File: src/rtl/swn_pkg.sv
// shared types and constants for the skin weight normaliser
`timescale 1ns / 1ps
package swn_pkg;
  localparam int VTX_W      = 16;
  localparam int BONE_W     = 8;
  localparam int JNT_W      = 7;
  localparam int WGT_W      = 16;
  localparam int CFG_W      = 8;
  localparam int SQ_W       = 32;
  localparam int SUM_W      = 34;
  localparam int QUO_W      = 31;
  localparam int ROOT_W     = 32;
  localparam int NUM_BONES  = 4;
  localparam int DIV_STEPS  = 31;
  localparam int SQRT_STEPS = 16;
  localparam logic [WGT_W-1:0] ONE_Q15 = 16'h8000;

  typedef struct packed {
    logic [VTX_W-1:0] vertex;
    logic [JNT_W-1:0] joint;
    logic             last;
  } swn_tag_t;
endpackage

File: src/rtl/swn_divider.sv
// restoring divider, one quotient bit per stage: floor(w2 * 2^30 / sum)
`timescale 1ns / 1ps
module swn_divider import swn_pkg::*; (
  input  logic              clk,
  input  logic              rst_n,
  input  logic              in_vld,
  input  swn_tag_t          in_tag,
  input  logic [SQ_W-1:0]   in_w2,
  input  logic [SUM_W-1:0]  in_sum,
  output logic              out_vld,
  output swn_tag_t          out_tag,
  output logic [QUO_W-1:0]  out_quo
);
  logic             vld_r [DIV_STEPS];
  swn_tag_t         tag_r [DIV_STEPS];
  logic [SUM_W-1:0] rem_r [DIV_STEPS];
  logic [SUM_W-1:0] sum_r [DIV_STEPS];
  logic [QUO_W-1:0] quo_r [DIV_STEPS];

  logic [SUM_W-1:0] rem_in  [DIV_STEPS];
  logic [SUM_W-1:0] sum_in  [DIV_STEPS];
  logic [QUO_W-1:0] quo_in  [DIV_STEPS];
  logic             nbit    [DIV_STEPS];
  logic [SUM_W:0]   trial   [DIV_STEPS];
  logic             ge      [DIV_STEPS];
  logic [SUM_W-1:0] rem_nxt [DIV_STEPS];
  logic [QUO_W-1:0] quo_nxt [DIV_STEPS];

  // w2 <= sum, so the top part w2 >> 1 already sits below the divisor
  always_comb begin
    for (int s = 0; s < DIV_STEPS; s++) begin
      if (s == 0) begin
        rem_in[s] = SUM_W'(in_w2[SQ_W-1:1]);
        sum_in[s] = in_sum;
        quo_in[s] = '0;
        nbit[s]   = in_w2[0];
      end else begin
        rem_in[s] = rem_r[s-1];
        sum_in[s] = sum_r[s-1];
        quo_in[s] = quo_r[s-1];
        nbit[s]   = 1'b0;
      end
      trial[s]   = {rem_in[s], nbit[s]};
      ge[s]      = (trial[s] >= {1'b0, sum_in[s]});
      rem_nxt[s] = ge[s] ? SUM_W'(trial[s] - {1'b0, sum_in[s]}) : trial[s][SUM_W-1:0];
      quo_nxt[s] = {quo_in[s][QUO_W-2:0], ge[s]};
    end
  end

  always_ff @(posedge clk) begin
    if (!rst_n) begin
      for (int s = 0; s < DIV_STEPS; s++) begin
        vld_r[s] <= 1'b0;
      end
    end else begin
      vld_r[0] <= in_vld;
      for (int s = 1; s < DIV_STEPS; s++) begin
        vld_r[s] <= vld_r[s-1];
      end
    end
  end

  always_ff @(posedge clk) begin
    tag_r[0] <= in_tag;
    for (int s = 1; s < DIV_STEPS; s++) begin
      tag_r[s] <= tag_r[s-1];
    end
    for (int s = 0; s < DIV_STEPS; s++) begin
      rem_r[s] <= rem_nxt[s];
      sum_r[s] <= sum_in[s];
      quo_r[s] <= quo_nxt[s];
    end
  end

  assign out_vld = vld_r[DIV_STEPS-1];
  assign out_tag = tag_r[DIV_STEPS-1];
  assign out_quo = quo_r[DIV_STEPS-1];
endmodule

File: config.mk
export PLATFORM = sky130hd
export DESIGN_NAME = swn_divider
export DESIGN_NICKNAME = d
export VERILOG_FILES = /design/src/rtl/swn_pkg.sv /design/src/rtl/swn_divider.sv
export SDC_FILE = /design/constraint.sdc
export NUM_CORES = 2
export LEC_CHECK = 0
export BUFFER_PORTS_ARGS = -buffer_cell sky130_fd_sc_hd__buf_2
export CAP_MARGIN = 30
export CORE_AREA = 2 2 546 548
export CTS_BUF_LIST = sky130_fd_sc_hd__clkbuf_8 sky130_fd_sc_hd__clkbuf_16
export DETAILED_ROUTE_END_ITERATION = 10
export DIE_AREA = 0 0 548 550
export SLEW_MARGIN = 20
export SYNTH_ARGS = -nofsm -noshare
export SYNTH_HDL_FRONTEND = slang
export SYNTH_SLANG_ARGS = --single-unit
export TNS_END_PERCENT = 5
File: constraint.sdc
create_clock -name clk -period 4.9 [get_ports clk]
set_input_delay 0.245 -clock clk [delete_from_list [all_inputs] [get_ports clk]]
set_output_delay 0.245 -clock clk [all_outputs]
set_load 0.01 [all_outputs]
Word level (Yosys, flattened, before mapping)
Memory sizes are Yosys's and may differ from the RTL's.
Cells that the tools add are included.
{ "word_totals": {"ff_bits": 0, "ram_bits": 3844, "input_bits": 93, "out_inout_bits": 56, "elab_cells": 162, "n_memories": 5} }
{ "op_classes": {"add_sub_neg": 31, "magnitude_cmp": 31, "muxes": 64, "bitwise_logic": 31} }
{ "memory_table": {"columns": ["name", "words", "word_bits", "rd", "rd_clocked_by_memory_dff", "wr", "line_no", "source"], "rows": [
  ["rem_r", 31, 34, 30, 0, 31, "swn_divider.sv:16", "logic [SUM_W-1:0] rem_r [DIV_STEPS];"],
  ["sum_r", 31, 34, 30, 0, 31, "swn_divider.sv:17", "logic [SUM_W-1:0] sum_r [DIV_STEPS];"],
  ["quo_r", 31, 31, 31, 0, 31, "swn_divider.sv:18", "logic [QUO_W-1:0] quo_r [DIV_STEPS];"],
  ["tag_r", 31, 24, 31, 0, 31, "swn_divider.sv:15", "swn_tag_t tag_r [DIV_STEPS];"],
  ["vld_r", 31, 1, 31, 0, 31, "swn_divider.sv:14", "logic vld_r [DIV_STEPS];"]
]} }
{ "op_table": {"columns": ["cell", "n"], "rows": [
  ["34-bit 2-to-1 mux", 31],
  ["35-bit by 34-bit greater-or-equal comparator with 1-bit output", 30],
  ["34-bit subtractor", 30],
  ["32-bit by 34-bit greater-or-equal comparator with 1-bit output", 1],
  ["32-bit by 34-bit subtractor with 34-bit output", 1],
  ["1-bit 2-to-1 mux", 33],
  ["1-bit bitwise OR", 31]
]} }

Depth between registers and ports, before layout
An unclocked memory read counts as a cell.
{ "logic_depth": {"depth_word": 3, "ltp_mapped": 16, "mapped_depth_nobuf": 15} }

Worst setup path after synthesis
OpenSTA, ideal clock, no wires.
{ "synth_path": {"path_kind": "register to register", "start": "memory sum_r[11][4], in the netlist sum_r[0][378]", "end": "memory rem_r[12][30], in the netlist rem_r[0][438]", "setup_time_ns": 0.121, "arrival_time_ns": 3.490, "required_ns": 4.779, "path_slack_ns": 1.290, "path_stages_with_launch": 15, "n_path_buf": 1, "synth_period_minus_slack_ns": 3.610, "cell_sequence": "dfxtp_1 > inv_1 > ha_1 > a21oi_1 > o21ai_1 > or3b_1 > o211a_1 > o41ai_2 > o2111a_1 > o31ai_2 > a21oi_4 > o221ai_2 > nor4_4 > buf_6 > mux2_2"} }
{ "synth_rtl": {"columns": ["element", "line_no"], "rows": [
  ["from (decl)", "swn_divider.sv:17"],
  ["to (decl)", "swn_divider.sv:16"]
]} }

==> run summary <==
area fraction of the dominant cell type after synthesis = 50.1%
Root Driver = clkbuf_16
HP Class = input port to flip-flop
FF-to-FF setup slack = 0.67 ns
setup TNS = 0 ns
vias = 91.4k
Worst Clk Skew = 0.0639 ns
core footprint = 296000 um^2
final setup fails = 0
clock slew at reported path FFs = 0.06 ns
actual transition at the worst max-transition pin = 0.970 ns
setup repair after global routing missed its margin = no
flop and latch count out of synthesis = 3311
min Tclk post-route = 4.28 ns
clock sinks = 3311
main area contributors after synthesis = dfxtp_1, ha_1, a21oi_1
Crit Path Class = input port to flip-flop
post-route insts no fill = 18.0k
# rows = 200
# DRC = 0
Max Fanout on Critical Path = 28
crit path capture type = flip-flop
Area growth syn-to-layout = 14.6%
post-route design area = 152000 um^2
period utilisation layout = 87.4%
status = finished, final reports clean
Initial Util = 44.8%
first drt pass iteration count = 6
Synth Cell Area = 132000 um^2
WP data arrival = 5.05 ns
P_leak = 69.6 nW
Skew-Pair Late Insertion Delay = 0.94 ns
Clock Path Buffers = 4
worst hold path depth = 2
Total Wirelength = 307000 um
htree depth = 5
max-slew violation count = 0
routability congestion estimate = 0.928
highest clock rate = 234 MHz
CP required = 5.67 ns
vias in the first global route = 89.1k
Avg WL per Cell = 17.1 um
Post-Syn Instances = 13.3k
Slew headroom = 34.6%
post-CTS sizing = 0
largest net degree at the start of global routing = 67
initial antenna violation count = 9
post-synthesis async set-or-reset flop share = 0%
Final Hold Viols = 0
CTS tree = done
area leader, netlist = dfxtp_1
Total GRT Usage = 20.0%
register area share after synthesis = 50.1%
number of DRC markers in iteration 0 = 5704
Post-DP HPWL = 236000 um
Syn Area/Cell = 9.92 um^2
startpoint types = input port
distinct cell type count after synthesis = 91
die area = 301000 um^2
Peak VDD IR = 0.000331 V
Die H = 550 um
power per cell area = 762 nW/um^2
IO Count = 149
EDFF count, synth = 0
vias per inst = 5.08
top_reg_cell synth = dfxtp_1
Syn. warnings = 0
share of layout cells above drive strength 1 = 9.12%
Post-Syn Nets = 14.5k
number of max-cap violations = 0
nets@finish = 14.9k
R2R cell count = 14
first-pass GRT wire length = 485000 um
dpl cells = 17.2k
area post-placement = 138000 um^2
number of port buffers = 148
die span in x = 548 um
Final ANT Viol Nets = 0
grt ovf = 0
CTS buffer count = 346
stage by stage:
| stage | total power (W) | hold WS, ns | worst slack, ns | utilization, % |
|---|---|---|---|---|
| detailed placement | 0.0871 | 0.312 | 0.554 | 46.5 |
| global placement | 0.0870 | 0.309 | 0.565 | 46.5 |
| global route | 0.124 | 0.0374 | 0.301 | 51.3 |
| floorplan | 0.0749 | 0.273 | 1.29 | - |
| finish | 0.116 | 0.0692 | 0.619 | 51.3 |
| CTS | 0.116 | 0.00106 | 0.539 | 51.3 |
cell type report:
type | instances | area [um^2]
sequential | 3311 | 66300
inverter | 1284 | 4820
timing repair buffer | 364 | 2880
tap | 3939 | 4930
fill | 27000 | 144000
multi-input combinational | 8441 | 60100
antenna | 3 | 7.51
clock buffer | 420 | 9730
clock inverter | 211 | 2850
layout by cell type, fill, tap and decap left out, types with 38 or more instances in the layout:
cell,instances
dlygate4sd3_1,145
nor2_1,723
xor2_1,341
mux2_2,363
a211oi_1,82
buf_4,59
nand2b_1,141
a21oi_1,1131
inv_1,1320
nor3_1,157
o21ai_0,753
clkbuf_16,351
ha_1,1051
xnor2_1,542
o21bai_1,133
clkbuf_8,69
nor2b_1,151
and3_1,90
clkinv_2,56
a21o_1,571
or3_1,38
dfxtp_1,3311
nand2_1,786
and2_1,83
bufinv_16,58
o21a_1,134
buf_2,148
nand3_1,177
nand4_1,152
o31ai_1,55
a31oi_1,117
final timing paths:
kind	startpoint	end
setup reg to reg	sum_r[0][341]	rem_r[0][377]
hold reg to reg	quo_r[0][187]	quo_r[0][219]
setup / recovery	in_w2[0]	rem_r[0][17]
hold / removal	in_sum[19]	sum_r[0][19]
power by group:
part	internal, W	total, W	switching, W
clock	0.0173	0.0282	0.0109
sequential	0.0343	0.0386	0.00423
combinational	0.0217	0.0488	0.0271
total	0.0733	0.116	0.0422
repair_timing:
item / in CTS / in global routing
setup endpoints to repair: 0 / 0
buffers inserted: 0 / 0
hold endpoints to repair: 124 / 0
hold buffers: 145 / 0
registers in the layout, summed over array words and instances (netlist names):
register  flops
rem_r      1020
sum_r      1020
tag_r       744
quo_r       496
vld_r        31
synthesized netlist by cell type (28+ instances only):
cell / count
dfxtp_1: 3311
inv_1: 1284
a21oi_1: 1132
ha_1: 1051
nand2_1: 787
o21ai_0: 754
nor2_1: 723
a21o_1: 572
xnor2_1: 542
mux2_2: 363
xor2_1: 341
clkbuf_1: 224
nand3_1: 180
nor3_1: 157
nand4_1: 152
nor2b_1: 151
nand2b_1: 141
o21a_1: 134
o21bai_1: 133
a31oi_1: 119
and3_1: 92
and2_1: 83
a211oi_1: 82
o31ai_1: 56
or3_1: 38
nor4_1: 37
or2_2: 36
o211ai_1: 34
a211o_1: 30
a221oi_1: 30
fa_1: 30
a221o_1: 28
layer usage:
metal	wire length, um	global-route usage [%]	part of all wire [%]
met5	13	0	0.0042
met4	10300	6.75	3.4
met3	15100	3.09	4.9
met2	139000	33.1	45
met1	143000	26.5	46
worst max-delay path: stages:
cell and delay [ns]:
dlygate4sd3_1 0.51, buf_2 0.11, inv_1 0.04, ha_1 0.19, inv_1 0.07, fa_1 0.20, a21o_1 0.15, a221oi_1 0.14
o221a_2 0.33, o21ai_1 0.30, a41oi_1 0.23, a21oi_1 0.29, nor2b_1 0.13, a21o_1 0.20, a211oi_4 0.50, buf_4 0.45
mux2_2 0.38, dlygate4sd3_1 0.55
logic make-up after synthesis:
family | count (synthesis) | share of synthesized area, %
compound gates | 3387 | 15.9
xor+xnor | 883 | 5.84
fa+ha+maj | 1081 | 10.4
buf+inv | 1590 | 4.62
flops | 3311 | 50.1
mux | 400 | 3.39
simple gates | 2690 | 9.74
No activity file was read; power rests on OpenSTA's default activity.
