$ cat config.mk
export PLATFORM = sky130hd
export DESIGN_NAME = swn_front
export DESIGN_NICKNAME = d
export VERILOG_FILES = /design/src/rtl/swn_pkg.sv /design/src/rtl/swn_front.sv
export SDC_FILE = /design/constraint.sdc
export NUM_CORES = 2
export LEC_CHECK = 0
export ABC_CLOCK_PERIOD_IN_PS = 17400
export CORE_ASPECT_RATIO = 0.5
export CORE_MARGIN = 2
export CORE_UTILIZATION = 46
export CTS_CLUSTER_SIZE = 28
export DETAILED_ROUTE_END_ITERATION = 8
export DONT_BUFFER_PORTS = 1
export SLEW_MARGIN = 20
export SYNTH_ARGS = -nofsm -noshare
export SYNTH_HDL_FRONTEND = slang
export SYNTH_SLANG_ARGS = --single-unit
$ cat constraint.sdc
create_clock -name clk -period 17.4 [get_ports clk]
set_input_delay 3.48 -clock clk [delete_from_list [all_inputs] [get_ports clk]]
set_output_delay 3.48 -clock clk [all_outputs]
set_load 0.005 [all_outputs]
$ cat src/rtl/swn_pkg.sv
// shared types and constants for the skin weight normaliser
`timescale 1ns / 1ps
package swn_pkg;
  localparam int VTX_W      = 16;
  localparam int BONE_W     = 8;
  localparam int JNT_W      = 7;
  localparam int WGT_W      = 16;
  localparam int CFG_W      = 8;
  localparam int SQ_W       = 32;
  localparam int SUM_W      = 34;
  localparam int QUO_W      = 31;
  localparam int ROOT_W     = 32;
  localparam int NUM_BONES  = 4;
  localparam int DIV_STEPS  = 31;
  localparam int SQRT_STEPS = 16;
  localparam logic [WGT_W-1:0] ONE_Q15 = 16'h8000;

  typedef struct packed {
    logic [VTX_W-1:0] vertex;
    logic [JNT_W-1:0] joint;
    logic             last;
  } swn_tag_t;
endpackage

$ cat src/rtl/swn_front.sv
// input capture, squares, sum and per-bone record issue
`timescale 1ns / 1ps
module swn_front import swn_pkg::*; #(
  parameter int MAX_JOINTS = 128
) (
  input  logic                    clk,
  input  logic                    rst_n,
  input  logic                    start,
  output logic                    busy,
  input  logic [VTX_W-1:0]        in_vertex_id,
  input  logic signed [BONE_W-1:0] in_primary_bone,
  input  logic signed [BONE_W-1:0] in_extra_bone_a,
  input  logic [WGT_W-1:0]        in_extra_weight_a,
  input  logic signed [BONE_W-1:0] in_extra_bone_b,
  input  logic [WGT_W-1:0]        in_extra_weight_b,
  input  logic signed [BONE_W-1:0] in_extra_bone_c,
  input  logic [WGT_W-1:0]        in_extra_weight_c,
  input  logic [CFG_W-1:0]        joint_count,
  output logic                    rec_vld,
  output swn_tag_t                rec_tag,
  output logic [SQ_W-1:0]         rec_w2,
  output logic [SUM_W-1:0]        rec_sum
);
  logic                       accept;
  logic [1:0]                 hold_r, hold_nxt;
  logic                       v0_vld_r, v1_vld_r, v2_vld_r;
  logic [VTX_W-1:0]           vid0_r, vid1_r, vid2_r;
  logic [BONE_W-1:0]          bone0_r [NUM_BONES];
  logic [WGT_W-1:0]           wgt0_r  [NUM_BONES];
  logic [SQ_W-1:0]            sq1_r [NUM_BONES];
  logic [SQ_W-1:0]            sq2_r [NUM_BONES];
  logic [JNT_W-1:0]           jnt1_r [NUM_BONES];
  logic [JNT_W-1:0]           jnt2_r [NUM_BONES];
  logic [NUM_BONES-1:0]       emit1_r, emit2_r, last2_nxt, last2_r, emit1_nxt;
  logic [SUM_W-1:0]           sum2_r;
  logic [1:0]                 cnt_r, cnt_nxt, slot;
  logic                       act_r, act_nxt, issue;
  logic                       rec_vld_r;
  swn_tag_t                   rec_tag_r;
  logic [SQ_W-1:0]            rec_w2_r;
  logic [SUM_W-1:0]           rec_sum_r;

  assign accept = start && !busy;
  assign busy   = (hold_r != 2'd0);

  // busy spaces transactions to match the record issue, so bone walks never overlap
  always_comb begin
    hold_nxt = hold_r;
    if (accept) begin
      hold_nxt = 2'd3;
    end else if (hold_r != 2'd0) begin
      hold_nxt = hold_r - 2'd1;
    end
  end

  always_comb begin
    for (int k = 0; k < NUM_BONES; k++) begin
      emit1_nxt[k] = !bone0_r[k][BONE_W-1] && (wgt0_r[k] != '0) &&
                     ({1'b0, bone0_r[k][JNT_W-1:0]} < joint_count) &&
                     (32'(bone0_r[k][JNT_W-1:0]) < 32'(MAX_JOINTS));
    end
    for (int k = 0; k < NUM_BONES; k++) begin
      last2_nxt[k] = emit1_r[k];
      for (int j = k + 1; j < NUM_BONES; j++) begin
        if (emit1_r[j]) begin
          last2_nxt[k] = 1'b0;
        end
      end
    end
  end

  always_ff @(posedge clk) begin
    if (!rst_n) begin
      hold_r   <= 2'd0;
      v0_vld_r <= 1'b0;
      v1_vld_r <= 1'b0;
      v2_vld_r <= 1'b0;
    end else begin
      hold_r   <= hold_nxt;
      v0_vld_r <= accept;
      v1_vld_r <= v0_vld_r;
      v2_vld_r <= v1_vld_r;
    end
  end

  always_ff @(posedge clk) begin
    if (accept) begin
      vid0_r     <= in_vertex_id;
      bone0_r[0] <= in_primary_bone;
      wgt0_r[0]  <= ONE_Q15;
      bone0_r[1] <= in_extra_bone_a;
      wgt0_r[1]  <= in_extra_weight_a;
      bone0_r[2] <= in_extra_bone_b;
      wgt0_r[2]  <= in_extra_weight_b;
      bone0_r[3] <= in_extra_bone_c;
      wgt0_r[3]  <= in_extra_weight_c;
    end
    if (v0_vld_r) begin
      vid1_r  <= vid0_r;
      emit1_r <= emit1_nxt;
      for (int k = 0; k < NUM_BONES; k++) begin
        // negative id drops the bone from the sum
        sq1_r[k]  <= bone0_r[k][BONE_W-1] ? '0 : wgt0_r[k] * wgt0_r[k];
        jnt1_r[k] <= bone0_r[k][JNT_W-1:0];
      end
    end
    if (v1_vld_r) begin
      vid2_r  <= vid1_r;
      emit2_r <= emit1_r;
      last2_r <= last2_nxt;
      sum2_r  <= SUM_W'(sq1_r[0]) + SUM_W'(sq1_r[1]) + SUM_W'(sq1_r[2]) + SUM_W'(sq1_r[3]);
      for (int k = 0; k < NUM_BONES; k++) begin
        sq2_r[k]  <= sq1_r[k];
        jnt2_r[k] <= jnt1_r[k];
      end
    end
  end

  // walk the four bones, one per cycle
  always_comb begin
    issue   = v2_vld_r || act_r;
    slot    = v2_vld_r ? 2'd0 : cnt_r;
    cnt_nxt = cnt_r;
    act_nxt = act_r;
    if (issue) begin
      cnt_nxt = slot + 2'd1;
      act_nxt = (slot != 2'd3);
    end
  end

  always_ff @(posedge clk) begin
    if (!rst_n) begin
      cnt_r     <= 2'd0;
      act_r     <= 1'b0;
      rec_vld_r <= 1'b0;
    end else begin
      cnt_r     <= cnt_nxt;
      act_r     <= act_nxt;
      rec_vld_r <= issue && emit2_r[slot];
    end
  end

  always_ff @(posedge clk) begin
    if (issue) begin
      rec_tag_r.vertex <= vid2_r;
      rec_tag_r.joint  <= jnt2_r[slot];
      rec_tag_r.last   <= last2_r[slot];
      rec_w2_r         <= sq2_r[slot];
      rec_sum_r        <= sum2_r;
    end
  end

  assign rec_vld = rec_vld_r;
  assign rec_tag = rec_tag_r;
  assign rec_w2  = rec_w2_r;
  assign rec_sum = rec_sum_r;
endmodule

# After elaboration in Yosys (flattened, before gate mapping)
# Memory sizes are Yosys's and may differ from the RTL's. A register that Yosys moved wholly into a read port is not among the register bits.
# Cells that the tools add are included.
totals:
  in_bits: 107
  output_inout_bits: 92
  mem_count: 6
  ram_bits: 408
  regBits: 154
mem_list:
  columns: ["name", "depth", "width", "rd", "rd_ports_with_merged_regs", "wr", "line", "rtl"]
  rows:
  - ["sq1_r", 4, 32, 4, 0, 4, "swn_front.sv:30", "logic [SQ_W-1:0] sq1_r [NUM_BONES];"]
  - ["sq2_r", 4, 32, 1, 1, 4, "swn_front.sv:31", "logic [SQ_W-1:0] sq2_r [NUM_BONES];"]
  - ["wgt0_r", 4, 16, 4, 0, 4, "swn_front.sv:29", "logic [WGT_W-1:0] wgt0_r [NUM_BONES];"]
  - ["bone0_r", 4, 8, 4, 0, 4, "swn_front.sv:28", "logic [BONE_W-1:0] bone0_r [NUM_BONES];"]
  - ["jnt1_r", 4, 7, 4, 0, 4, "swn_front.sv:32", "logic [JNT_W-1:0] jnt1_r [NUM_BONES];"]
  - ["jnt2_r", 4, 7, 1, 1, 4, "swn_front.sv:33", "logic [JNT_W-1:0] jnt2_r [NUM_BONES];"]
op_classes:
  n_addsub: 5
  n_reduce_logical: 24
  n_mux: 17
  n_eq_ne: 1
  magnitude_cmp: 5
  mul: 4
ops:
  columns: ["cell", "count"]
  rows:
  - ["multiplier 16 x 16 -> 32 bit", 4]
  - ["2-to-1 mux 32 bit", 4]
  - ["nonzero test 16 bit", 4]
  - ["adder 33 x 32 -> 34 bit", 1]
  - ["adder 34 x 32 -> 34 bit", 1]
  - ["adder 32 x 32 -> 33 bit", 1]
  - ["< comparator 7 x 8 -> 1 bit", 4]
  - ["logical AND 1 bit", 10]
  - ["2-to-1 mux 1 bit", 8]
  - ["2-to-1 mux 2 bit", 3]
  - ["zero test 1 bit", 5]
  - ["binary-select mux 1 bit (select 2 bit)", 2]
  - ["nonzero test 2 bit", 2]
  - ["< comparator 2 x 3 -> 1 bit, second input constant", 1]
  - ["OR reduction 3 bit", 1]
  - ["adder 2 x 1 -> 2 bit, second input constant", 1]
  - ["inequality test 2 bit, second input constant", 1]
  - ["OR reduction 2 bit", 1]
  - ["subtractor 2 x 1 -> 2 bit, second input constant", 1]
  - ["logical OR 1 bit", 1]

# Logic depth before layout (Yosys ltp)
depth:
  depth_word: 5
  depth_mapped: 24

# Least setup slack after synthesis
# No wires, ideal clock.
synth_timing:
  kind: "register -> register"
  from: "memory wgt0_r[1][9]"
  to: "memory sq1_r[1][26] (data pin)"
  path_buffers: 2
  stages_incl_launch_ff: 24
  t_required_ps: 17138
  t_arrival_ps: 5935
  path_slack_ps: 11202
  cell_sequence: "edfxtp_1 -> clkbuf_1 -> and2_1 -> inv_1 -> fa_1 -> inv_1 -> fa_1 -> inv_1 -> fa_1 -> inv_1 -> fa_1 -> fa_1 -> inv_1 -> fa_1 -> inv_1 -> ha_1 -> buf_2 -> a21oi_2 -> o21ai_1 -> a211o_1 -> a31o_1 -> a221o_1 -> a21oi_1 -> mux2_1"
synth_lines:
  columns: ["element", "line"]
  rows:
  - ["from (decl)", "swn_front.sv:29"]
  - ["to (decl)", "swn_front.sv:30"]

==> metrics.cfg <==
[global_route]
grtUsageMet3_pct = 2.95
grt_util_met2_pct = 36.1
grt.met1_usage_pct = 29.1
grt_pass1_wl_um = 155000
grt_overflow_total = 0
grt_pass1_vias = 27900
grt_max_degree = 74
globalRouteTotalUtil_pct = 21.1
grt.busiest_layer = met2
antenna_found_initial = 4

[worst_setup_path]
startpoint_type = flip-flop
worstSetupPathType = reg -> reg
end_kind = flip-flop
r2r_end = sq1_r[1][26]
path_cells = inv_1 > nor2_1 > ha_1 > xor2_1 > fa_1 > inv_1 > fa_1 > fa_1 > fa_1 > inv_1 > fa_1 > inv_1 > ha_1 > a21oi_2 > o21ai_1 > a211o_1 > a31o_1 > a221o_1 > a21oi_1 > mux2_1
slowest_delay_ns = 0.72
slowest_stage = edfxtp_1
cp_max_fo = 15
cp.arrival_ns = 7.13
reg2reg_depth = 20
cp_num_buf_inv = 4
cp.required_ns = 17.77
r2r_slack_ns = 10.63
crit_family = adder cells
rr_startpoint = wgt0_r[1][3]
crit_top_cell = fa_1

[hold_path]
whs_path_depth = 0
hp-start = vid1_r[11]
holdCritPathClass = reg -> reg
hold_end = vid2_r[11]

[synth]
synth-seq-cells = 515
avgSynthCellArea_um2 = 11.2
ys_types = 72
yosysWarnings = 0
synth-edff-count = 506
synth_nets = 4806
synth-seq-area-share_pct = 36.2
async_reset_ff_share_pct = 0
syn_inst = 3794
netlist_area_um2 = 42500
yosys_most_used_dff = edfxtp_1

[cts]
clkLatencyLatePin_ns = 0.67
clkTransAtPathRegs_ns = 0.07
cts_tree = yes
hold_buffers = 0
root_buffer = clkbuf_16
cts_setup_buffers = 0
cts_made_buffers = 50
clock-sinks = 515
cts_resized = 0
cts.path.max_buffers = 3
cts_htree_levels = 2

[cells_and_area]
fill_cells = 8114
antenna_cells = 0
nets = 4747
drive_gt1_share_pct = 4.21
final_common_cell = inv_1
ff_latch_area_um2 = 15400
final_cell_mix = inv_1, fa_1, edfxtp_1
multi_input_area_um2 = 23800
syn2layout_area_growth_pct = 7.18

[floorplan]
dieArea_um2 = 95000
rows = 78
die_w_um = 434
die_h_um = 219
initial_core_util_pct = 46.7
pin_count = 199
coreArea_um2 = 91100

[routing]
dr_total_vias = 26300
drtIter0Drc = 1813
drtAntennaViolNets = 0
drc = 0
wl_per_cell_um = 19.3
routed_wl_um = 97000
dr.pass1.iters = 6
via_per_inst = 5.25

[placement]
gp_congestion = 0.888
io_buffers = 0
dpl.hpwl_um = 75100

[run]
max-cap-violations = 0

[sta]
post-route-period-util_pct = 38.9
maxSlewHeadroom_pct = 34.5
rsz0062_at_grt = no
finalSetupTns_ns = 0
hold_violations = 0
setup_viol = 0
fin_worst_skew_ns = 0.0511
tightest_slew_ns = 0.982
max_freq_ghz = 0.148
fin_hold_ws_ns = 0.414
fin_crit_ns = 6.77
drv_slew = 0

[status]
outcome = completed

synth_stat cells (all sizes together), types with 8 or more instances:
master | number | area share (%)
edfxtp | 506 | 36
and3 | 17 | 0.25
and2 | 129 | 1.9
fa | 519 | 24
a31oi | 27 | 0.40
a21o | 43 | 0.76
ha | 386 | 11
nor4 | 17 | 0.29
o211ai | 10 | 0.18
nor2 | 213 | 1.9
a21oi | 126 | 1.5
nand4 | 17 | 0.25
o21a | 17 | 0.30
nor2b | 48 | 0.71
clkbuf | 118 | 1.0
o21ai | 87 | 1.0
nand2 | 315 | 2.8
or2 | 12 | 0.18
xor2 | 60 | 1.2
inv | 772 | 6.8
mux2 | 39 | 1.0
nand3 | 31 | 0.37
nor3 | 20 | 0.24
o31ai | 8 | 0.16
o21bai | 11 | 0.19
xnor2 | 65 | 1.3
a211oi | 36 | 0.65
a22oi | 31 | 0.55
dfxtp | 9 | 0.42
nand2b | 15 | 0.22
routing by layer:
| metal | routed length, µm | vias to the layer above |
|---|---|---|
| met5 | 7 | - |
| met4 | 1290 | 2 |
| met3 | 5160 | 80 |
| met2 | 47300 | 580 |
| met1 | 43200 | 13400 |
| li1 | - | 12200 |
registers in the layout (all words and copies together), names as in the netlist, 3 cells and up:
| register | count |
|---|---|
| vid2_r | 16 |
| bone0_r | 32 |
| rec_sum | 34 |
| vid0_r | 16 |
| emit1_r | 4 |
| jnt2_r | 28 |
| sq1_r | 94 |
| last2_r | 3 |
| sum2_r | 34 |
| jnt1_r | 28 |
| rec_w2 | 31 |
| emit2_r | 4 |
| wgt0_r | 48 |
| rec_tag | 24 |
| vid1_r | 16 |
| sq2_r | 94 |
cell families (layout without fill, tap and decap cells):
| family | Yosys count | after routing | synth area share (%) |
|---|---|---|---|
| adders and majority gates | 905 | 905 | 35.8 |
| AOI/OAI and AO/OA | 452 | 452 | 6.90 |
| DFF | 515 | 515 | 36.2 |
| other | 1 | 1 | 0.00883 |
| xor gates and xnor gates | 125 | 125 | 2.58 |
| buffers and inverters | 897 | 878 | 7.95 |
| and+or+nand+nor | 857 | 857 | 9.46 |
| muxes | 42 | 42 | 1.10 |
per-stage QoR:
step                area, µm²  setup slack (ns)  util (%)  std cells
floorplan               42500             11.20         -       3794
global placement        43700             10.81      48.0       4923
detailed placement      43700             10.70      48.0       4923
CTS                     45500             10.66      50.0       5015
global route            45500             10.31      50.0       5015
finish                  45500             10.63      50.0       5015
area by class of cell:
type	instances	area share, %
Timing Repair Buffer	14	0.231
Sequential cell	515	33.8
Inverter	772	6.36
Clock inverter	31	1.16
Multi-Input combinational cell	2382	52.2
Clock buffer	61	2.88
Tap cell	1240	3.41
worst register-to-register path, cell delays in order (launching register included):
cell,delay (ns)
edfxtp_1,0.72
inv_1,0.25
nor2_1,0.25
ha_1,0.29
xor2_1,0.19
fa_1,0.55
inv_1,0.05
fa_1,0.49
fa_1,0.50
fa_1,0.49
inv_1,0.05
fa_1,0.48
inv_1,0.04
ha_1,0.37
a21oi_2,0.19
o21ai_1,0.12
a211o_1,0.33
a31o_1,0.21
a221o_1,0.38
a21oi_1,0.19
mux2_1,0.33
how the worst max path moves through the flow:
stage,start,end,slack [ns],cells past startpoint
finish,wgt0_r[1][3],sq1_r[1][26],10.63,20
global route,wgt0_r[1][3],sq1_r[1][26],10.31,20
CTS,wgt0_r[1][3],sq1_r[1][26],10.66,20
detailed placement,wgt0_r[1][12],sq1_r[1][26],10.70,20
global placement,wgt0_r[1][12],sq1_r[1][26],10.81,20
floorplan,wgt0_r[1][9],sq1_r[1][26],11.20,23
Power is left out: the tool's default activity adds up to more than one toggle a clock period on the data nets, which glitch-free logic cannot reach.
