[src/rtl/swn_pkg.sv]
// shared types and constants for the skin weight normaliser
`timescale 1ns / 1ps
package swn_pkg;
  localparam int VTX_W      = 16;
  localparam int BONE_W     = 8;
  localparam int JNT_W      = 7;
  localparam int WGT_W      = 16;
  localparam int CFG_W      = 8;
  localparam int SQ_W       = 32;
  localparam int SUM_W      = 34;
  localparam int QUO_W      = 31;
  localparam int ROOT_W     = 32;
  localparam int NUM_BONES  = 4;
  localparam int DIV_STEPS  = 31;
  localparam int SQRT_STEPS = 16;
  localparam logic [WGT_W-1:0] ONE_Q15 = 16'h8000;

  typedef struct packed {
    logic [VTX_W-1:0] vertex;
    logic [JNT_W-1:0] joint;
    logic             last;
  } swn_tag_t;
endpackage

[src/rtl/swn_isqrt.sv]
// digit-by-digit integer square root, one result bit per stage
`timescale 1ns / 1ps
module swn_isqrt import swn_pkg::*; (
  input  logic              clk,
  input  logic              rst_n,
  input  logic              in_vld,
  input  swn_tag_t          in_tag,
  input  logic [QUO_W-1:0]  in_x,
  output logic              out_vld,
  output swn_tag_t          out_tag,
  output logic [WGT_W-1:0]  out_root
);
  logic              vld_r [SQRT_STEPS];
  swn_tag_t          tag_r [SQRT_STEPS];
  logic [QUO_W-1:0]  x_r   [SQRT_STEPS];
  logic [ROOT_W-1:0] r_r   [SQRT_STEPS];

  logic [QUO_W-1:0]  x_in  [SQRT_STEPS];
  logic [ROOT_W-1:0] r_in  [SQRT_STEPS];
  logic [ROOT_W-1:0] bitv  [SQRT_STEPS];
  logic [ROOT_W-1:0] trial [SQRT_STEPS];
  logic [QUO_W-1:0]  x_nxt [SQRT_STEPS];
  logic [ROOT_W-1:0] r_nxt [SQRT_STEPS];

  always_comb begin
    for (int s = 0; s < SQRT_STEPS; s++) begin
      x_in[s]  = (s == 0) ? in_x : x_r[(s == 0) ? 0 : s-1];
      r_in[s]  = (s == 0) ? '0   : r_r[(s == 0) ? 0 : s-1];
      bitv[s]  = ROOT_W'(1) << (QUO_W - 1 - 2 * s);
      trial[s] = r_in[s] + bitv[s];
      if (ROOT_W'(x_in[s]) >= trial[s]) begin
        x_nxt[s] = QUO_W'(ROOT_W'(x_in[s]) - trial[s]);
        r_nxt[s] = (r_in[s] >> 1) + bitv[s];
      end else begin
        x_nxt[s] = x_in[s];
        r_nxt[s] = r_in[s] >> 1;
      end
    end
  end

  always_ff @(posedge clk) begin
    if (!rst_n) begin
      for (int s = 0; s < SQRT_STEPS; s++) begin
        vld_r[s] <= 1'b0;
      end
    end else begin
      vld_r[0] <= in_vld;
      for (int s = 1; s < SQRT_STEPS; s++) begin
        vld_r[s] <= vld_r[s-1];
      end
    end
  end

  always_ff @(posedge clk) begin
    tag_r[0] <= in_tag;
    for (int s = 1; s < SQRT_STEPS; s++) begin
      tag_r[s] <= tag_r[s-1];
    end
    for (int s = 0; s < SQRT_STEPS; s++) begin
      x_r[s] <= x_nxt[s];
      r_r[s] <= r_nxt[s];
    end
  end

  assign out_vld  = vld_r[SQRT_STEPS-1];
  assign out_tag  = tag_r[SQRT_STEPS-1];
  assign out_root = r_r[SQRT_STEPS-1][WGT_W-1:0];
endmodule

[config.mk]
export PLATFORM = sky130hd
export DESIGN_NAME = swn_isqrt
export DESIGN_NICKNAME = d
export VERILOG_FILES = /design/src/rtl/swn_pkg.sv /design/src/rtl/swn_isqrt.sv
export SDC_FILE = /design/constraint.sdc
export NUM_CORES = 1
export LEC_CHECK = 0
export BUFFER_PORTS_ARGS = -buffer_cell sky130_fd_sc_hd__clkbuf_2
export CORE_MARGIN = 1.5
export CORE_UTILIZATION = 55
export CTS_CLUSTER_SIZE = 10
export DETAILED_ROUTE_END_ITERATION = 6
export HOLD_SLACK_MARGIN = 0.15
export PLACE_DENSITY = 0.72
export SYNTH_ARGS = -nofsm -noshare
export SYNTH_HDL_FRONTEND = slang
export SYNTH_SLANG_ARGS = --single-unit
export TNS_END_PERCENT = 1
[constraint.sdc]
create_clock -name clk -period 3.3 [get_ports clk]
set_input_delay 0.66 -clock clk [delete_from_list [all_inputs] [get_ports clk]]
set_output_delay 0.66 -clock clk [all_outputs]
set_load 0.01 [all_outputs]
# Yosys cells after proc, flatten, opt, wreduce, memory -nomap -nowiden
# Memory sizes are Yosys's and may differ from the RTL's.
# Cells that the tools add are included.
# word_totals
ff_bits	0
ram_bits	1408
inputBits	58
out_inout_bits	41
memories	4
# classes
addsub	46
n_lt_le_gt_ge	16
muxes	50
n_bitwise	16
# memory_table
memory	depth	width	rd	rd_clocked_by_memory_dff	wr	line_no	rtl
r_r	16	32	16	0	16	swn_isqrt.sv:16	logic [ROOT_W-1:0] r_r [SQRT_STEPS];
x_r	16	31	15	0	16	swn_isqrt.sv:15	logic [QUO_W-1:0] x_r [SQRT_STEPS];
tag_r	16	24	16	0	16	swn_isqrt.sv:14	swn_tag_t tag_r [SQRT_STEPS];
vld_r	16	1	16	0	16	swn_isqrt.sv:13	logic vld_r [SQRT_STEPS];
# ops
cell	n
31-bit 2-to-1 mux	17
31-bit by 32-bit >= comparator with 1-bit output	15
32-bit 2-to-1 mux	15
31-bit subtractor	15
31-bit by 1-bit adder with 32-bit output (second input constant)	1
31-bit by 11-bit adder with 32-bit output (second input constant)	1
31-bit by 13-bit adder with 32-bit output (second input constant)	1
31-bit by 15-bit adder with 32-bit output (second input constant)	1
31-bit by 17-bit adder with 32-bit output (second input constant)	1
31-bit by 19-bit adder with 32-bit output (second input constant)	1
31-bit by 21-bit adder with 32-bit output (second input constant)	1
31-bit by 23-bit adder with 32-bit output (second input constant)	1
31-bit by 25-bit adder with 32-bit output (second input constant)	1
31-bit by 27-bit adder with 32-bit output (second input constant)	1
31-bit by 29-bit adder with 32-bit output (second input constant)	1
31-bit by 3-bit adder with 32-bit output (second input constant)	1
31-bit by 5-bit adder with 32-bit output (second input constant)	1
31-bit by 7-bit adder with 32-bit output (second input constant)	1
31-bit by 9-bit adder with 32-bit output (second input constant)	1
32-bit by 1-bit adder with 32-bit output (second input constant)	1
32-bit by 11-bit adder with 32-bit output (second input constant)	1
32-bit by 13-bit adder with 32-bit output (second input constant)	1
32-bit by 15-bit adder with 32-bit output (second input constant)	1
32-bit by 17-bit adder with 32-bit output (second input constant)	1
14 further kinds	46

# Logic depth before layout (Yosys ltp)
# Gate-level depths: netlist (run 1).
# An unclocked memory read counts as a cell.
# depth
word_depth	4
ltp_mapped	12

# Least setup slack after synthesis (run 1)
# No wires, ideal clock.
# synth_timing
path_kind	register to register
startpoint	memory r_r[9][12] (netlist: r_r[1][44])
endpoint	memory x_r[10][19] (netlist: x_r[1][81])
arrival_ps	2530
setup_slack_ps	647
path_stages_with_launch	10
cell_sequence	dfxtp_1 inv_1 ha_1 nor2b_1 o31a_1 o311a_1 or4b_1 clkbuf_1 clkbuf_1 mux2_1
# synth_rtl
item	line_no
start: declaration	swn_isqrt.sv:16
end: declaration	swn_isqrt.sv:15

==> impl_metrics.env, run 1 <==
export IMPL_fmax_mhz=326
export IMPL_synth_top_area_share_pct=65.4
export IMPL_fin_ws_ps=230
export IMPL_place_hpwl_um=38300
export IMPL_yosys_area_top_type="dfxtp_1"
export IMPL_yosysWarningCount=0
export IMPL_avgSynthCellArea_sq_um=11.7
export IMPL_syn_to_final_growth_pct=15.7
export IMPL_grt_antenna_before_repair=0
export IMPL_ir_drop_v=0.000641
export IMPL_grt_start_max_net_pins=24
export IMPL_cts_buffer_depth=3
export IMPL_cts_root_buf="clkbuf_16"
export IMPL_place_inst=3433
export IMPL_final_util_pct=64.3
export IMPL_crit_path_end_kind="flop"
export IMPL_final_layout_size_suffix_gt1_share_pct=10.1
export IMPL_max_slew_margin_rel_pct=39.5
export IMPL_power_internal_mw=23.8
export IMPL_p_clk_share_pct=30.8
export IMPL_first_pass_iters=6
export IMPL_arrival_ps=3620
export IMPL_cts_setup_buffers=0
export IMPL_cts_buffers=111
export IMPL_p_leak_nw=15.9
export IMPL_post_synth_top_count_cell="dfxtp_1"
export IMPL_pre_cts_ws_ps=287
export IMPL_vias=18414
export IMPL_layout_nets=3060
export IMPL_crit_type="reg2reg"
export IMPL_period_minus_slack_ps=3070
export IMPL_initial_utilization_pct=55.6
export IMPL_n_fill_cell=4177
export IMPL_swShare_pct=29.3
export IMPL_ios=99
export IMPL_synth_seq_area_share_pct=65.4
export IMPL_design_power_total_mw=33.7
export IMPL_die_w_um=239
export IMPL_clkLatencyLatePin_ps=680
export IMPL_clock_skew_ps=55.7
export IMPL_p_sw_mw=9.87
export IMPL_viasPerCell=5.09
export IMPL_ys_top_cells_by_count="dfxtp_1, inv_1, ha_1, nor2_1, nand2_1"
export IMPL_synth_cell_area_sq_um=30600
export IMPL_place_congestion=0.933
export IMPL_pwr_share_comb_pct=23.2
export IMPL_async_flop_share_pct=0
export IMPL_syn_inst=2626
export IMPL_htreeDepth=3
export IMPL_cap_violations=0
export IMPL_layoutNonFillerInstCount=3615
export IMPL_cts_tree="built"
export IMPL_hp_class="in2reg"
export IMPL_wl_per_cell_um=15.2
export IMPL_core_area_sq_um=55100
export IMPL_final_max_slew_violation_count=0
export IMPL_cts_sinks=1001
export IMPL_ys_ff_latch=1001
export IMPL_grt_pass1_vias=19347
export IMPL_syn_num_nets=2833
export IMPL_worst_pin_slew_ps=884
export IMPL_seqPwrFrac_pct=46.0
export IMPL_power_density_nw_per_um2=951
export IMPL_track_usage_pct=19.8
export IMPL_io_buffers=98
export IMPL_worst_setup_path_start_kind="flop"
export IMPL_cp_max_fo=12
export IMPL_setup_viol=0
export IMPL_clk_pin_slew_worst_paths_ps=50
export IMPL_period_share_pct=93.0
export IMPL_synthFlopType="dfxtp_1"
export IMPL_grt_pass1_wl_um=91200
export IMPL_hold_viol=0
export IMPL_first_iter_violations=862
export IMPL_drc_errors=0
export IMPL_setup_tns_ps=0
export IMPL_antenna_cells=0
export IMPL_cp_data_required_time_ps=3850
export IMPL_grt_ovfl_total=0
export IMPL_status="finished clean"
export IMPL_wl_um=55000
export IMPL_die_h_um=239
export IMPL_drtAntennaViolNets=0
export IMPL_rows=86
export IMPL_die_area_sq_um=57100
export IMPL_synth_edf_count=0
export IMPL_synthTopCellsByArea="dfxtp_1, ha_1, xnor2_1"
export IMPL_yosysUniqueCellTypes=80
export IMPL_rsz0062_at_grt="no"
## final cells by class
| class | instances | area, sq um | share of cell area, % |
|---|---|---|---|
| Clock buffer | 120 | 2860 | 8.08 |
| Clock inverter | 7 | 139 | 0.392 |
| Tap cell | 748 | 936 | 2.64 |
| Sequential cell | 1001 | 20000 | 56.5 |
| Timing Repair Buffer | 171 | 1180 | 3.32 |
| Multi-Input combinational cell | 1396 | 9640 | 27.2 |
| Inverter | 172 | 646 | 1.82 |
## final timing paths
path	start	to	slack, ps	cells past startpoint
hold reg to reg	r_r[1][80]$_DFF_P_	r_r[1][111]$_DFF_P_	300	0
setup / recovery	r_r[1][108]$_DFF_P_	x_r[1][147]$_DFF_P_	230	9
setup reg to reg	r_r[1][108]$_DFF_P_	x_r[1][147]$_DFF_P_	230	9
hold / removal	in_vld	vld_r[0][0]$_SDFF_PN0_	220	2
## critical path: stages, from the launching register on
cell and delay (ps):
dfxtp_1 340, inv_1 50, ha_1 380, nand4_1 150
nor4b_1 470, a21boi_0 230, a211o_1 420, and2_1 340
nor4_1 380, xor2_1 180
## through the flow
step | cell area (sq um) | hold WS, ps
after detailed placement | 31900 | 312
after global placement | 31900 | 309
final | 35400 | 220
after floorplan | 30600 | 310
after CTS | 35400 | 177
after global routing | 35400 | 207
## layer usage
layer	part of all wire, %	vias up	GRT usage [%]
li1	-	9304	-
met1	39	8599	19.9
met3	3.5	139	3.52
met4	3.8	0	10.1
met5	0	-	0
met2	54	372	38.4
## timing repair
item	in CTS	in global routing
endpoints found under the setup margin	0	2
hold endpoints to repair	55	0
hold buffers	55	0
gates resized for setup	0	1
## flip-flops by register name, indices dropped and copies added (netlist names)
| register | cells |
|---|---|
| r_r | 136 |
| vld_r | 16 |
| x_r | 465 |
| tag_r | 384 |
## cell usage in the layout (no fill, tap or decap), types with 18 or more instances in the layout
cell type	count
nand4_1	27
xnor2_1	100
o21ai_0	103
mux2_2	24
xor2_1	80
a21o_1	36
o21a_1	26
clkbuf_2	98
inv_1	170
a21oi_1	128
nor4_1	65
nor2_1	140
nand2b_1	32
nand2_1	136
clkbuf_16	112
nand3_1	43
dfxtp_1	1001
or3_1	18
nor3_1	49
dlygate4sd3_1	55
buf_4	18
and2_1	25
ha_1	148
## power by group through the flow
| stage | combinational (mW) | clock, mW | sequential, mW |
|---|---|---|---|
| after floorplan | 6.11 | 0 | 15.3 |
| after global placement | 7.40 | 0 | 15.6 |
| after detailed placement | 7.66 | 0 | 15.7 |
| after CTS | 7.77 | 10.7 | 15.5 |
| after global routing | 8.76 | 11.2 | 15.7 |
| final | 7.82 | 10.4 | 15.5 |
## kinds of logic (layout without fill, tap and decap cells)
group | count (synthesis) | count (layout) | synth area share (%)
flip-flops | 1001 | 1001 | 65.4
AND/OR/NAND/NOR | 628 | 628 | 10.6
AO/OA/AOI/OAI | 407 | 407 | 8.39
buffers and inverters | 229 | 470 | 3.14
XOR/XNOR | 180 | 180 | 5.15
adder cells (fa/ha/maj) | 149 | 149 | 6.11
multiplexers | 31 | 31 | 1.13
other | 1 | 1 | 0.0122
(Power assumes the default switching activity.)
==> inputs of run 2 (changes only) <==
==> constraint.sdc (replaced) <==
create_clock -name clk -period 3.9 [get_ports clk]
set_input_delay 0.78 -clock clk [delete_from_list [all_inputs] [get_ports clk]]
set_output_delay 0.78 -clock clk [all_outputs]
set_load 0.01 [all_outputs]
==> impl_metrics.env, run 2 (same netlist as run 1, synthesis figures left out) <==
export IMPL_top_regs="x_r: 465 flops, tag_r: 384 flops, r_r: 136 flops"
export IMPL_cts_resized=0
export IMPL_r2r_end="x_r[1][153]$_DFF_P_"
export IMPL_holdPathEnd="x_r[0][13]$_DFF_P_"
export IMPL_cts_setup_buffers=0
export IMPL_ir_drop_v=0.000477
export IMPL_rows=86
export IMPL_crit_type="reg2reg"
export IMPL_antenna_cells=0
export IMPL_worst_pin_slew_ps=878
export IMPL_worstHoldStart="in_x[13]"
export IMPL_place_inst=3424
export IMPL_final_layout_size_suffix_gt1_share_pct=10.0
export IMPL_hold_buffers=0
export IMPL_clkLatencyLatePin_ps=650
export IMPL_r2r_slack_ps=670
export IMPL_cts_buffers=111
export IMPL_timing_rr_start="r_r[1][109]$_DFF_P_"
export IMPL_largest_reg_flops=465
export IMPL_place_congestion=0.982
export IMPL_cts_buffer_depth=3
export IMPL_cp_data_required_time_ps=4420
export IMPL_period_share_pct=82.7
export IMPL_final_area_sq_um=34800
export IMPL_cp_max_fo=7
export IMPL_place_hpwl_um=38300
export IMPL_fmax_mhz=310
export IMPL_grt_pass1_vias=18835
export IMPL_vias=18198
export IMPL_cts_sinks=1001
export IMPL_grt_ovfl_total=0
export IMPL_setup_viol=0
export IMPL_initial_utilization_pct=55.6
export IMPL_layout_nets=2996
export IMPL_die_h_um=239
export IMPL_max_slew_margin_rel_pct=41.4
export IMPL_power_density_nw_per_um2=816
export IMPL_core_area_sq_um=55100
export IMPL_rsz0062_at_grt="no"
export IMPL_viasPerCell=5.12
export IMPL_drtAntennaViolNets=0
export IMPL_wl_um=53100
export IMPL_worstHoldPathCells=1
export IMPL_n_fill_cell=4282
export IMPL_hp_class="in2reg"
export IMPL_largest_register="x_r"
export IMPL_ios=99
export IMPL_status="finished clean"
export IMPL_cap_violations=0
export IMPL_die_area_sq_um=57100
export IMPL_period_minus_slack_ps=3230
export IMPL_grt_start_max_net_pins=27
export IMPL_cts_tree="built"
export IMPL_clk_pin_slew_worst_paths_ps=50
export IMPL_cts_root_buf="clkbuf_16"
export IMPL_first_pass_iters=7
export IMPL_final_cell_mix="dfxtp_1, inv_1, ha_1"
export IMPL_r2r_cells=9
export IMPL_holdWs_ps=225
export IMPL_crit_path_end_kind="flop"
export IMPL_syn_to_final_growth_pct=13.7
export IMPL_pre_cts_ws_ps=844
export IMPL_setup_tns_ps=0
export IMPL_arrival_ps=3750
export IMPL_first_iter_violations=858
export IMPL_layoutNonFillerInstCount=3554
export IMPL_placed_cell_area_sq_um=31800
export IMPL_die_w_um=239
export IMPL_fin_ws_ps=674
export IMPL_grt_pass1_wl_um=88200
export IMPL_final_max_slew_violation_count=0
export IMPL_worst_setup_path_start_kind="flop"
export IMPL_htreeDepth=3
export IMPL_drc_errors=0
export IMPL_wl_per_cell_um=14.9
export IMPL_clock_skew_ps=41.5
export IMPL_track_usage_pct=19.0
export IMPL_grt_antenna_before_repair=0
export IMPL_p_leak_nw=15.6
export IMPL_io_buffers=98
export IMPL_final_common_cell="dfxtp_1"
export IMPL_hold_viol=0
run 2: critical path: stages, from the launching register on:
cell       delay (ps)
dfxtp_1           330
inv_1              50
ha_1              400
nand4_1           180
nor4b_1           510
a21boi_0          220
a211o_1           390
a2111oi_2         640
nand3_1           210
xnor2_1           170
run 2: how the worst max path moves through the flow:
stage          slack (ps)  depth (start not counted)                start                  end
2_1_floorplan        1250                          9   r_r[1][44]$_DFF_P_   x_r[1][81]$_DFF_P_
3_3_place_gp          910                          8   r_r[1][44]$_DFF_P_   x_r[1][86]$_DFF_P_
3_5_place_dp          840                          9  r_r[1][109]$_DFF_P_  x_r[1][149]$_DFF_P_
4_1_cts               760                          9  r_r[1][109]$_DFF_P_  x_r[1][145]$_DFF_P_
5_1_grt               560                          9  r_r[1][109]$_DFF_P_  x_r[1][145]$_DFF_P_
6_report              670                          9  r_r[1][109]$_DFF_P_  x_r[1][153]$_DFF_P_
run 2: cell type report:
type | instances | area (sq um) | area share [%]
flip-flops and latches | 1001 | 20000 | 57.5
multi-input cells | 1396 | 9630 | 27.7
clock buffers | 125 | 2880 | 8.27
well taps | 748 | 936 | 2.69
inverters | 172 | 646 | 1.85
repair buffers | 107 | 558 | 1.60
clock inverters | 5 | 136 | 0.392
run 2: per-layer routing:
layer  vias to the layer above  GRT usage, %  part of all wire [%]
li1                       9190             -                     -
met1                      8506          19.3                    39
met2                       371          37.2                    54
met3                       131          3.28                   3.4
met4                         0          9.23                   3.5
met5                         -             0                     0
run 2: power breakdown:
part           total (mW)  switching [mW]  internal (mW)
registers            13.1            1.08           12.0
logic                6.57            3.62           2.96
clock network        8.76            3.61           5.14
run 2: per-stage QoR:
step | power, mW | util (%)
2_1_floorplan | 18.1 | -
3_3_place_gp | 19.5 | 57.7
3_5_place_dp | 19.7 | 57.7
4_1_cts | 28.6 | 63.2
5_1_grt | 30.1 | 63.2
6_report | 28.4 | 63.2
==> inputs of run 3 (changes only) <==
--- a/config.mk
+++ b/config.mk
@@ -5,6 +5,7 @@
 export SDC_FILE = /design/constraint.sdc
 export NUM_CORES = 1
 export LEC_CHECK = 0
+export ABC_AREA = 1
 export BUFFER_PORTS_ARGS = -buffer_cell sky130_fd_sc_hd__clkbuf_2
 export CORE_MARGIN = 1.5
 export CORE_UTILIZATION = 55
==> constraint.sdc (replaced) <==
create_clock -name clk -period 3.1 [get_ports clk]
set_input_delay 0.62 -clock clk [delete_from_list [all_inputs] [get_ports clk]]
set_output_delay 0.62 -clock clk [all_outputs]
set_load 0.01 [all_outputs]
==> impl_metrics.env, run 3 <==
export IMPL_clk_pin_slew_worst_paths_ps=50
export IMPL_hold_buffers=56
export IMPL_crit_path_top_delay_cell="nor2_4"
export IMPL_status="finished clean"
export IMPL_period_minus_slack_ps=2460
export IMPL_die_w_um=256
export IMPL_fmax_mhz=407
export IMPL_p_clk_share_pct=28.8
export IMPL_final_util_pct=63.5
export IMPL_post_synth_top_count_cell="nand2_1"
export IMPL_worst_setup_path_start_kind="flop"
export IMPL_yosysUniqueCellTypes=50
export IMPL_rsz0062_at_grt="no"
export IMPL_max_slew_margin_rel_pct=43.7
export IMPL_setup_viol=0
export IMPL_ios=99
export IMPL_syn_to_final_growth_pct=13.8
export IMPL_crit_path_end_kind="flop"
export IMPL_first_pass_iters=5
export IMPL_grt_ovfl_total=0
export IMPL_die_area_sq_um=65700
export IMPL_n_fill_cell=5252
export IMPL_crit_path_max_incr_delay_ps=610
export IMPL_wl_um=79000
export IMPL_synth_seq_area_share_pct=56.8
export IMPL_drtAntennaViolNets=0
export IMPL_io_buffers=98
export IMPL_setup_tns_ps=0
export IMPL_final_max_slew_violation_count=0
export IMPL_p_sw_mw=14.3
export IMPL_seqPwrFrac_pct=41.3
export IMPL_synthFlopType="dfxtp_1"
export IMPL_track_usage_pct=24.1
export IMPL_async_flop_share_pct=0
export IMPL_cts_tree="built"
export IMPL_core_area_sq_um=63200
export IMPL_cpLargestDelayFamily="simple AND/OR/NAND/NOR gates"
export IMPL_largest_reg_flops=465
export IMPL_fin_ws_ps=640
export IMPL_final_layout_size_suffix_gt1_share_pct=8.74
export IMPL_grt_pass1_vias=25025
export IMPL_ir_drop_v=0.000531
export IMPL_holdWs_ps=306
export IMPL_ys_ff_latch=1001
export IMPL_worst_pin_slew_ps=839
export IMPL_pwr_share_comb_pct=29.9
export IMPL_vias=25252
export IMPL_cap_violations=0
export IMPL_timing_rr_start="r_r[1][83]$_DFF_P_"
export IMPL_synth_edf_count=0
export IMPL_place_hpwl_um=57100
export IMPL_grt_pass1_wl_um=127000
export IMPL_hold_viol=0
export IMPL_critical_path_cell_count=11
export IMPL_syn_inst=4108
export IMPL_cts_resized=0
export IMPL_cp_max_fo=23
export IMPL_drc_errors=0
export IMPL_cts_sinks=1001
export IMPL_synthTopCellsByArea="dfxtp_1, nand2_1, inv_1"
export IMPL_wl_per_cell_um=15.2
export IMPL_hp_class="reg2reg"
export IMPL_place_congestion=0.921
export IMPL_worst_path_buf_inv=2
export IMPL_layout_nets=4534
export IMPL_final_cell_mix="nand2_1, dfxtp_1, inv_1"
export IMPL_top_regs="x_r: 465 flops, tag_r: 384 flops, r_r: 136 flops"
export IMPL_r2r_end="x_r[1][113]$_DFF_P_"
export IMPL_yosysWarningCount=0
export IMPL_cts_root_buf="clkbuf_16"
export IMPL_clkLatencyLatePin_ps=680
export IMPL_r2r_slack_ps=640
export IMPL_swShare_pct=35.2
export IMPL_rows=92
export IMPL_power_internal_mw=26.3
export IMPL_grt_antenna_before_repair=1
export IMPL_viasPerCell=4.86
export IMPL_first_iter_violations=1468
export IMPL_path_cells="inv_1 -> ha_1 -> nand2_1 -> inv_2 -> a21oi_2 -> nor2_1 -> nor2_2 -> nand2_2 -> nor2_4 -> nand2_1 -> nand2_1"
export IMPL_pre_cts_ws_ps=683
export IMPL_synth_top_area_share_pct=56.8
export IMPL_period_share_pct=79.3
export IMPL_r2r_cells=11
export IMPL_p_leak_nw=20.1
export IMPL_grt_start_max_net_pins=31
export IMPL_cp_data_required_time_ps=3690
export IMPL_avgSynthCellArea_sq_um=8.59
export IMPL_startpoint="r_r[1][83]$_DFF_P_"
export IMPL_clock_skew_ps=39.7
export IMPL_die_h_um=256
export IMPL_syn_num_nets=4315
export IMPL_ys_top_cells_by_count="nand2_1, dfxtp_1, inv_1, nor2_1, nand3_1"
export IMPL_largest_register="x_r"
export IMPL_initial_utilization_pct=55.8
export IMPL_power_density_nw_per_um2=1010
export IMPL_cts_setup_buffers=0
export IMPL_crit_type="reg2reg"
export IMPL_yosys_area_top_type="dfxtp_1"
export IMPL_cts_buffer_depth=3
export IMPL_arrival_ps=3050
export IMPL_cts_buffers=113
export IMPL_cpMostUsedCell="nand2_1"
export IMPL_crit_end="x_r[1][113]$_DFF_P_"
export IMPL_htreeDepth=3
export IMPL_final_common_cell="nand2_1"
export IMPL_synth_cell_area_sq_um=35300
==> run 3: changes by cell type after synthesis, sizes merged, moves of 21 or more <==
| cell | delta |
|---|---|
| nor4 | -48 |
| nand4 | +33 |
| o21a | -22 |
| nand3 | +161 |
| nand2 | +1098 |
| nand2b | -31 |
| xor2 | -21 |
| nor2 | +221 |
| a21o | -32 |
| mux2 | -29 |
| xnor2 | -64 |
| and2 | -22 |
| nand3b | +24 |
| inv | +441 |
==> run 3: kinds of logic (layout without fill, tap and decap cells) <==
logic type / count (synthesis) / count (layout) / synth area share, %
and+or+nand+nor: 1970 / 1970 / 23.8
DFF: 1001 / 1001 / 56.8
buffers and inverters: 665 / 906 / 7.81
AOI/OAI and AO/OA: 227 / 227 / 3.97
adders and majority gates: 149 / 149 / 5.30
xor gates and xnor gates: 95 / 95 / 2.36
other: 1 / 2 / 0.0106
==> run 3: worst reg2reg max path: stages, from the launching register on <==
cell	delay, ps
dfxtp_1	430
inv_1	70
ha_1	330
nand2_1	140
inv_2	60
a21oi_2	200
nor2_1	70
nor2_2	160
nand2_2	100
nor2_4	610
nand2_1	140
nand2_1	110
==> run 3: layer usage <==
metal | global-route usage [%] | part of all wire, % | vias up
met2 | 43.5 | 50 | 520
met1 | 29.5 | 44 | 11555
li1 | - | - | 13038
met3 | 3.00 | 3.9 | 139
met5 | 0 | 0 | -
met4 | 7.89 | 2.4 | 0
==> run 3: through the flow <==
stage / total power, mW / instances / instance area [sq um]
floorplan: 25.8 / 4108 / 35300
global placement: 28.9 / 5002 / 36400
detailed placement: 28.9 / 5002 / 36400
CTS: 40.8 / 5195 / 40100
global route: 43.3 / 5196 / 40100
finish: 40.6 / 5196 / 40100
==> run 3: how the worst min path moves through the flow <==
stage | start | to | slack [ps] | cells past startpoint
2_1_floorplan | tag_r[0][76]$_DFF_P_ | tag_r[0][100]$_DFF_P_ | 310 | 0
3_3_place_gp | tag_r[0][69]$_DFF_P_ | tag_r[0][93]$_DFF_P_ | 310 | 0
3_5_place_dp | tag_r[0][79]$_DFF_P_ | tag_r[0][103]$_DFF_P_ | 310 | 0
4_1_cts | tag_r[1][66]$_DFF_P_ | tag_r[1][90]$_DFF_P_ | 300 | 0
5_1_grt | tag_r[1][79]$_DFF_P_ | tag_r[1][103]$_DFF_P_ | 300 | 0
6_report | tag_r[1][66]$_DFF_P_ | tag_r[1][90]$_DFF_P_ | 310 | 0
==> run 3: cell type report <==
cell class                 instances  area, sq um  area share (%)
antenna                            1         2.50         0.00623
clock buffer                     124         2910            7.25
clock inverter                    13          269           0.670
inverter                         614         2310            5.76
multi-input combinational       2442        12500            31.1
sequential                      1001        20000            49.9
tap                              846         1060            2.64
timing repair buffer             155         1060            2.64
==> run 3: power by group through the flow <==
stage	registers (mW)	clock network [mW]	logic, mW
finish	16.8	11.7	12.1
global route	17.0	12.4	13.9
CTS	16.8	11.9	12.1
detailed placement	17.0	0	11.9
global placement	17.0	0	11.8
floorplan	16.3	0	9.49
